<file path="config.mk">
export PLATFORM = sky130hd
export DESIGN_NAME = periodic_and_oneshot_timer_table_unit
export DESIGN_NICKNAME = d
export VERILOG_FILES = /design/src/rtl/core/pott_pkg.sv /design/src/rtl/core/periodic_and_oneshot_timer_table_unit.sv /design/src/rtl/core/pott_ram.sv
export VERILOG_INCLUDE_DIRS = /design/src /design/src/rtl/core
export SDC_FILE = /design/constraint.sdc
export NUM_CORES = 1
export LEC_CHECK = 0
export CAP_MARGIN = 20
export CORE_MARGIN = 2
export CORE_UTILIZATION = 68
export CTS_CLUSTER_SIZE = 16
export DETAILED_ROUTE_END_ITERATION = 6
export DONT_BUFFER_PORTS = 1
export PLACE_DENSITY_LB_ADDON = 0.1
export SKIP_LAST_GASP = 1
export SLEW_MARGIN = 20
export SYNTH_ARGS = -nofsm -noshare
export SYNTH_HDL_FRONTEND = slang
export SYNTH_HIERARCHICAL = 1
export SYNTH_SLANG_ARGS = --single-unit
</file>
<file path="constraint.sdc">
create_clock -name clk -period 20.9 [get_ports clk]
set_clock_uncertainty 0.1 [all_clocks]
set_input_delay 3.135 -clock clk [delete_from_list [all_inputs] [get_ports clk]]
set_output_delay 3.135 -clock clk [all_outputs]
set_load 0.05 [all_outputs]
</file>
<file path="src/rtl/core/periodic_and_oneshot_timer_table_unit_assert.svh">
// ----------------------------------------------------------------------------
// Assertion macros for the timer table unit
// Concurrent checks are clocked by clk and are disabled while arst_n is low.
// ----------------------------------------------------------------------------
`ifndef PERIODIC_AND_ONESHOT_TIMER_TABLE_UNIT_ASSERT_SVH
`define PERIODIC_AND_ONESHOT_TIMER_TABLE_UNIT_ASSERT_SVH

`ifndef ASSERT_OFF

// Check that cond holds at every clock edge outside reset.
`define POTT_ASSERT_ALWAYS(label, cond) \
	label: assert property (@(posedge clk) disable iff (!arst_n) (cond)) \
		else $error("assertion failed");

// Check that cons holds in the same cycle whenever ante holds.
`define POTT_ASSERT_IMPLIES(label, ante, cons) \
	label: assert property (@(posedge clk) disable iff (!arst_n) (ante) |-> (cons)) \
		else $error("assertion failed");

// Check that cons holds in the cycle after ante holds.
`define POTT_ASSERT_NEXT(label, ante, cons) \
	label: assert property (@(posedge clk) disable iff (!arst_n) (ante) |=> (cons)) \
		else $error("assertion failed");

`else

`define POTT_ASSERT_ALWAYS(label, cond)
`define POTT_ASSERT_IMPLIES(label, ante, cons)
`define POTT_ASSERT_NEXT(label, ante, cons)

`endif

`endif

</file>
<file path="src/rtl/core/pott_pkg.sv">
// ----------------------------------------------------------------------------
// Timer table package
// Sizes, codes, item and table entry types used by the timer table unit.
// ----------------------------------------------------------------------------
package pott_pkg;

	localparam int MAX_ENTRIES = 8;
	localparam int IDX_W       = (MAX_ENTRIES > 1) ? $clog2(MAX_ENTRIES) : 1;
	localparam int CNT_W       = $clog2(MAX_ENTRIES + 1);

	typedef enum logic [1:0] {
		OP_TICK         = 2'd0,
		OP_ADD_PERIODIC = 2'd1,
		OP_ADD_ONESHOT  = 2'd2,
		OP_UNUSED       = 2'd3
	} op_t;

	typedef enum logic [1:0] {
		KIND_ACCEPT = 2'd0,
		KIND_FULL   = 2'd1,
		KIND_FIRED  = 2'd2,
		KIND_IDLE   = 2'd3
	} kind_t;

	typedef struct packed {
		op_t         operation;
		logic [7:0]  timer_id;
		logic [31:0] tick_count;
	} req_item_t;

	typedef struct packed {
		kind_t      result_kind;
		logic [7:0] fired_id;
		logic       last;
	} rsp_item_t;

	// One table slot; a reload of zero marks a one-shot timer.
	typedef struct packed {
		logic [7:0]  id;
		logic [31:0] reload;
		logic [31:0] remaining;
	} entry_t;

	localparam int ENTRY_W = $bits(entry_t);

endpackage

</file>
<file path="src/rtl/core/periodic_and_oneshot_timer_table_unit.sv">
// ----------------------------------------------------------------------------
// Periodic and one-shot timer table unit
// Add: the result is registered in the cycle after accept; the next item may
// follow once the result register frees up. Tick: the walk reads the live
// entries through the table RAM port into the shared decrement/compare unit,
// one entry per cycle unless a held fire waits on a stalled result side;
// the last result is registered from ST_FINISH. One item at a time.
// arst_n clears the live count and sequencer, not the RAM.
// ----------------------------------------------------------------------------
`include "periodic_and_oneshot_timer_table_unit_assert.svh"

module periodic_and_oneshot_timer_table_unit import pott_pkg::*; (
	input  logic      clk,
	input  logic      arst_n,
	input  logic      req_valid,
	output logic      req_stall,
	input  req_item_t req,
	output logic      rsp_valid,
	input  logic      rsp_stall,
	output rsp_item_t rsp
);

	typedef enum logic [1:0] {
		ST_IDLE,
		ST_WALK,
		ST_FINISH
	} state_t;

	state_t           state_q;
	logic [CNT_W-1:0] live_q;     // number of live table entries
	logic [CNT_W-1:0] rd_idx_q;   // next entry to read during a walk
	logic [CNT_W-1:0] wr_idx_q;   // next compacted slot to write back
	logic [IDX_W-1:0] ev_idx_s1;  // entry whose data sits at the RAM output
	logic             ev_vld_s1;  // RAM output holds an entry to evaluate
	logic             pend_vld_q; // a fired result is held back for "last"
	logic [7:0]       pend_id_q;
	logic             rsp_valid_q;
	rsp_item_t        rsp_q;

	// RAM port signals
	logic               ram_we;
	logic [IDX_W-1:0]   ram_waddr;
	logic [ENTRY_W-1:0] ram_wdata;
	logic [IDX_W-1:0]   ram_raddr;
	logic [ENTRY_W-1:0] ram_rdata;

	logic        out_free;
	logic        req_fire;
	logic        is_add;
	logic        table_full;
	logic [31:0] load;
	entry_t      ev;
	entry_t      add_entry;
	entry_t      walk_entry;
	logic [31:0] rem_dec;
	logic        fire;
	logic        keep;
	logic        walk_more;
	logic        emit_prev;
	logic        adv;

	pott_ram #(
		.WIDTH (ENTRY_W),
		.DEPTH (MAX_ENTRIES)
	) u_table (
		.clk   (clk),
		.we    (ram_we),
		.waddr (ram_waddr),
		.wdata (ram_wdata),
		.raddr (ram_raddr),
		.rdata (ram_rdata)
	);

	// The result register frees up when empty or when its item is taken now.
	assign out_free  = !rsp_valid_q || !rsp_stall;
	assign req_stall = (state_q != ST_IDLE) || !out_free;
	assign req_fire  = req_valid && !req_stall;

	assign is_add     = (req.operation == OP_ADD_PERIODIC) || (req.operation == OP_ADD_ONESHOT);
	assign table_full = (live_q == CNT_W'(MAX_ENTRIES));
	// A zero period or delay counts as one tick.
	assign load       = (req.tick_count == 32'd0) ? 32'd1 : req.tick_count;

	always_comb begin
		add_entry.id        = req.timer_id;
		add_entry.reload    = (req.operation == OP_ADD_PERIODIC) ? load : 32'd0;
		add_entry.remaining = load;
	end

	// Shared decrement and zero compare on the entry at the RAM output.
	assign ev        = entry_t'(ram_rdata);
	assign rem_dec   = (ev.remaining == 32'd0) ? 32'd0 : ev.remaining - 32'd1;
	assign fire      = (rem_dec == 32'd0);
	// Drop a fired one-shot; everything else is written back compacted.
	assign keep      = !fire || (ev.reload != 32'd0);
	assign walk_more = (rd_idx_q < live_q);
	// A new fire pushes the held-back fire out; that needs the result register.
	assign emit_prev = ev_vld_s1 && fire && pend_vld_q;
	assign adv       = !emit_prev || out_free;

	always_comb begin
		walk_entry.id        = ev.id;
		walk_entry.reload    = ev.reload;
		walk_entry.remaining = fire ? ev.reload : rem_dec;
	end

	always_comb begin
		if (state_q == ST_WALK) begin
			ram_we    = adv && ev_vld_s1 && keep;
			ram_waddr = wr_idx_q[IDX_W-1:0];
			ram_wdata = ENTRY_W'(walk_entry);
		end else begin
			ram_we    = req_fire && is_add && !table_full;
			ram_waddr = live_q[IDX_W-1:0];
			ram_wdata = ENTRY_W'(add_entry);
		end
		// On a stall re-read the entry under evaluation so its data holds.
		ram_raddr = adv ? rd_idx_q[IDX_W-1:0] : ev_idx_s1;
	end

	always_ff @(posedge clk or negedge arst_n) begin
		if (!arst_n) begin
			state_q     <= ST_IDLE;
			live_q      <= '0;
			rd_idx_q    <= '0;
			wr_idx_q    <= '0;
			ev_idx_s1   <= '0;
			ev_vld_s1   <= 1'b0;
			pend_vld_q  <= 1'b0;
			pend_id_q   <= '0;
			rsp_valid_q <= 1'b0;
			rsp_q       <= '0;
		end else begin
			// Drop the result once it is taken; a new one may overwrite below.
			if (!rsp_stall) begin
				rsp_valid_q <= 1'b0;
			end
			case (state_q)
				ST_IDLE: begin
					if (req_fire) begin
						if (is_add) begin
							rsp_valid_q       <= 1'b1;
							rsp_q.fired_id    <= '0;
							rsp_q.last        <= 1'b1;
							if (table_full) begin
								rsp_q.result_kind <= KIND_FULL;
							end else begin
								rsp_q.result_kind <= KIND_ACCEPT;
								live_q            <= live_q + CNT_W'(1);
							end
						end else if (req.operation == OP_TICK) begin
							rd_idx_q   <= '0;
							wr_idx_q   <= '0;
							ev_vld_s1  <= 1'b0;
							pend_vld_q <= 1'b0;
							state_q    <= ST_WALK;
						end
					end
				end
				ST_WALK: begin
					if (adv) begin
						// Issue the next read while evaluating the current entry.
						if (walk_more) begin
							rd_idx_q  <= rd_idx_q + CNT_W'(1);
							ev_idx_s1 <= rd_idx_q[IDX_W-1:0];
							ev_vld_s1 <= 1'b1;
						end else begin
							ev_vld_s1 <= 1'b0;
						end
						if (ev_vld_s1) begin
							if (keep) begin
								wr_idx_q <= wr_idx_q + CNT_W'(1);
							end
							if (fire) begin
								pend_vld_q <= 1'b1;
								pend_id_q  <= ev.id;
								if (pend_vld_q) begin
									rsp_valid_q       <= 1'b1;
									rsp_q.result_kind <= KIND_FIRED;
									rsp_q.fired_id    <= pend_id_q;
									rsp_q.last        <= 1'b0;
								end
							end
						end else if (!walk_more) begin
							state_q <= ST_FINISH;
						end
					end
				end
				ST_FINISH: begin
					// Emit the held fire as the final result, or report a quiet tick.
					if (out_free) begin
						rsp_valid_q <= 1'b1;
						rsp_q.last  <= 1'b1;
						if (pend_vld_q) begin
							rsp_q.result_kind <= KIND_FIRED;
							rsp_q.fired_id    <= pend_id_q;
						end else begin
							rsp_q.result_kind <= KIND_IDLE;
							rsp_q.fired_id    <= '0;
						end
						live_q     <= wr_idx_q;
						pend_vld_q <= 1'b0;
						state_q    <= ST_IDLE;
					end
				end
				default: begin
					state_q <= ST_IDLE;
				end
			endcase
		end
	end

	assign rsp_valid = rsp_valid_q;
	assign rsp       = rsp_q;

	`POTT_ASSERT_ALWAYS(a_live_bound, live_q <= CNT_W'(MAX_ENTRIES))
	`POTT_ASSERT_IMPLIES(a_compact_order, state_q == ST_WALK, wr_idx_q <= rd_idx_q)
	`POTT_ASSERT_IMPLIES(a_rd_bound, state_q == ST_WALK, rd_idx_q <= live_q)
	`POTT_ASSERT_IMPLIES(a_id_zero, rsp_valid && rsp.result_kind != KIND_FIRED, rsp.fired_id == 8'd0)
	`POTT_ASSERT_NEXT(a_finish_done, state_q == ST_FINISH && out_free, state_q == ST_IDLE && rsp_valid && rsp.last)

endmodule

</file>
<file path="src/rtl/core/pott_ram.sv">
// ----------------------------------------------------------------------------
// Generic simple dual-port RAM
// One write port, one read port with registered read data, no reset.
// ----------------------------------------------------------------------------
module pott_ram #(
	parameter int WIDTH = 8,
	parameter int DEPTH = 8
) (
	input  logic                                       clk,
	input  logic                                       we,
	input  logic [((DEPTH > 1) ? $clog2(DEPTH) : 1)-1:0] waddr,
	input  logic [WIDTH-1:0]                           wdata,
	input  logic [((DEPTH > 1) ? $clog2(DEPTH) : 1)-1:0] raddr,
	output logic [WIDTH-1:0]                           rdata
);

	logic [WIDTH-1:0] mem_q [DEPTH];
	logic [WIDTH-1:0] rdata_q;

	always_ff @(posedge clk) begin
		if (we) begin
			mem_q[waddr] <= wdata;
		end
		rdata_q <= mem_q[raddr];
	end

	assign rdata = rdata_q;

endmodule
</file>
==> impl_metrics.py <==
metrics = {
    "die": {
        "core-area_um2": 39910,
        "start_util_pct": 69.36,
        "num_rows": 73,
        "die_height_um": 205.8,
        "chipWidth_um": 205.8,
        "dieArea_um2": 42340,
        "ios": 59,
    },
    "drt": {
        "viasPerCell": 6.779,
        "drt-total-wl_mm": 56.51,
        "drtIter0Drc": 1200,
        "post-route-drc-count": 0,
        "avgRoutedWirePerCell_um": 27.23,
        "vias": 14070,
        "first_pass_iters": 6,
        "antenna_left": 0,
    },
    "yosys": {
        "synth_top_family_by_area": "multiplexers",
        "synth_seq_area_share_pct": 71.21,
        "synthAdderAreaFrac_pct": 0.6779,
        "synth_cell_type_count": 68,
        "synth-compound-area-share_pct": 4.158,
        "synth_flop_cell": "edfxtp_1",
        "netlist_area_um2": 27690,
        "ys_seq_elements": 687,
        "postSynthAreaPerCell_um2": 18.68,
        "synth_fp_nets": 1543,
        "synth_edf_count": 576,
        "synthMuxAreaShare_pct": 16.69,
        "async_flop_share_pct": 5.677,
        "synthSimpleGateAreaFrac_pct": 4.813,
        "yosys_warnings": 6,
        "synthXorXnorAreaFrac_pct": 0.7276,
        "syn_inst": 1482,
    },
    "power_and_ir_drop": {
        "clkPwrFrac_pct": 26.8,
        "p_int_mw": 2.992,
        "comb_power_share_pct": 26.5,
        "p_sw_mw": 1.277,
        "peakVddDrop_uv": 96.82,
        "p_sw_share_pct": 29.91,
        "p_per_area_nw_per_um2": 141.1,
        "p_seq_share_pct": 46.6,
        "leakage_nw": 9.871,
    },
    "clock_network": {
        "root_buffer": "clkbuf_16",
        "post_cts_resized": 0,
        "cts_hold_buffers": 0,
        "htree_levels": 3,
        "path_clk_slew_ps": 60,
        "clock_sinks": 687,
        "clk_latency_ps": 600,
        "postCtsSetupBuffers": 0,
        "numCtsBuffers": 67,
        "cts_buffer_depth": 3,
        "cts_tree": "yes",
    },
    "cells_and_area": {
        "design_area_um2": 30270,
        "fin_nets": 1557,
        "antenna_cells": 0,
        "fill_cells": 2144,
        "final_cells": 2075,
        "drive_gt1_share_pct": 24.06,
        "area_growth_pct": 9.328,
    },
    "critical_path": {
        "crit_required_ps": 17670,
        "worstSetupPathType": "primary input to output port",
        "max_stage_delay_ps": 430,
        "crit_chain": "nand2_1 > nand2_1",
        "critPathSlowestCell": "nand2_1",
        "crit_arrival_ps": 3710,
        "crit_fanout": 8,
        "path_buf_inv": 0,
        "end_kind": "output port",
        "crit_top_cell": "nand2_1",
        "cp_top_family": "simple AND/OR/NAND/NOR gates",
        "crit_path_start_kind": "primary input",
    },
    "global_route": {
        "grt_max_degree": 75,
        "grt_usage_pct": 28.03,
        "grt_pass1_wl_mm": 86.53,
        "grt.overflow.total": 0,
        "antenna_found_initial": 1,
        "grt_pass1_vias": 14380,
    },
    "timing": {
        "slew_headroom_pct": 26.14,
        "tns_ps": 0,
        "min_period_ps": 6943,
        "finalSetupViolations": 0,
        "hold_viol": 0,
        "rsz0062_at_grt": "no",
        "final_max_slew_viol_count": 0,
        "clock.fmax_mhz": 144.0,
        "worst_pin_slew_ps": 1105,
        "fin_crit_sh_pct": 33.22,
    },
    "placement": {
        "dp_cells": 1952,
        "place_area_um2": 28160,
        "gp_congestion": 0.8557,
        "place_hpwl_mm": 32.23,
        "io_buffers": 0,
    },
    "hold_path": {
        "hold_class": "flip-flop to flip-flop",
    },
    "job": {
        "cap_violations": 0,
    },
    "outcome": {
        "status": "finished clean",
    },
}
[routing by layer]
metal	share of wire (%)	track usage (%)	vias to the layer above	wire length (um)
met5	0.023	0	-	13
met1	39	39.09	7277	22160
met4	2.6	9.133	2	1458
li1	-	-	6044	-
met2	49	45.06	635	27600
met3	9.3	6.082	108	5280
[cell families (layout without fill, tap and decap cells)]
kind of cell,count (synthesis),count (layout)
and+or+nand+nor,254,254
muxes,247,247
DFF,687,687
xor gates and xnor gates,23,23
adders and majority gates,15,15
buffers and inverters,88,156
AOI/OAI and AO/OA,168,168
[area by class of cell]
type	count	area [um2]	share of cell area, %
clock buffers	97	1912	6.316
flip-flops and latches	687	19710	65.13
multi-input cells	707	7611	25.15
repair buffers	16	120.1	0.3968
clock inverters	26	190.2	0.6283
inverters	17	63.81	0.2108
well taps	525	656.9	2.170
[stage by stage]
| stage | hold WS, ps | power, mW | setup WS [ps] | utilization (%) |
|---|---|---|---|---|
| after global placement | 349.3 | 3.103 | 13970 | 70.54 |
| after CTS | 389.6 | 4.296 | 13960 | 75.82 |
| after detailed placement | 361.1 | 3.147 | 13960 | 70.55 |
| after global routing | 417.4 | 4.450 | 13930 | 75.83 |
| final | 388.2 | 4.270 | 13960 | 75.83 |
| after floorplan | 335.4 | 2.862 | 11130 | - |
[cells in the final DEF (no fill, tap or decap), types with 13 or more instances in the layout]
cell / netlist / routed
nand3_1: 21 / 21
nor3_1: 21 / 19
xnor2_1: 13 / 13
inv_1: 17 / 17
mux4_2: 144 / 144
ha_1: 15 / 14
mux2_2: 28 / 25
nor2_1: 75 / 69
o21ai_0: 17 / 17
buf_4: 0 / 16
nor4_1: 32 / 32
o211ai_1: 15 / 15
a22o_1: 29 / 29
mux2_4: 60 / 61
nand2_1: 49 / 49
a21oi_1: 55 / 55
clkbuf_1: 34 / 20
dfrtp_1: 39 / 39
clkbuf_16: 0 / 69
edfxtp_1: 576 / 576
dfxtp_1: 72 / 72
a22oi_1: 21 / 21
[path summary, 6_finish.rpt]
path	from	end	slack, ps	cells past startpoint
max reg2reg	u_table/rdata[0]	u_table/rdata[64]	14770	13
min	u_table/rdata[66]	pend_id_q[2]	390	1
min reg2reg	u_table/rdata[66]	pend_id_q[2]	390	1
max	rsp_stall	req_stall	13960	2
max in group asynchronous	arst_n	rsp[10]	18480	0
min in group asynchronous	arst_n	rsp[5]	2120	0
[sequential cells by signal (all words and copies together), names as in the netlist]
signal	flops
rsp	11
rd_idx_q	4
live_q	4
state_q	2
rsp_valid	1
pend_vld_q	1
wr_idx_q	4
u_table/rdata	72
ev_idx_s1	3
ev_vld_s1	1
u_table/mem_q	576
pend_id_q	8
[Yosys cell counts, types with 28 or more instances]
cell type / n / area [um2]
edfxtp_1: 576 / 17300
mux4_2: 144 / 3243
nor2_1: 75 / 281.5
dfxtp_1: 72 / 1441
mux2_4: 60 / 900.9
a21oi_1: 55 / 275.3
nand2_1: 49 / 183.9
dfrtp_1: 39 / 975.9
clkbuf_1: 34 / 127.6
nor4_1: 32 / 200.2
a22o_1: 29 / 254.0
mux2_2: 28 / 315.3
[power groups by stage]
stage | clock network [mW] | registers (mW) | logic (mW)
2_1_floorplan | 0 | 1.95 | 0.908
3_3_place_gp | 0 | 2.01 | 1.10
3_5_place_dp | 0 | 2.01 | 1.13
4_1_cts | 1.16 | 1.99 | 1.14
5_1_grt | 1.21 | 2.01 | 1.23
6_report | 1.15 | 1.99 | 1.13
No activity file was read; power rests on OpenSTA's default activity.
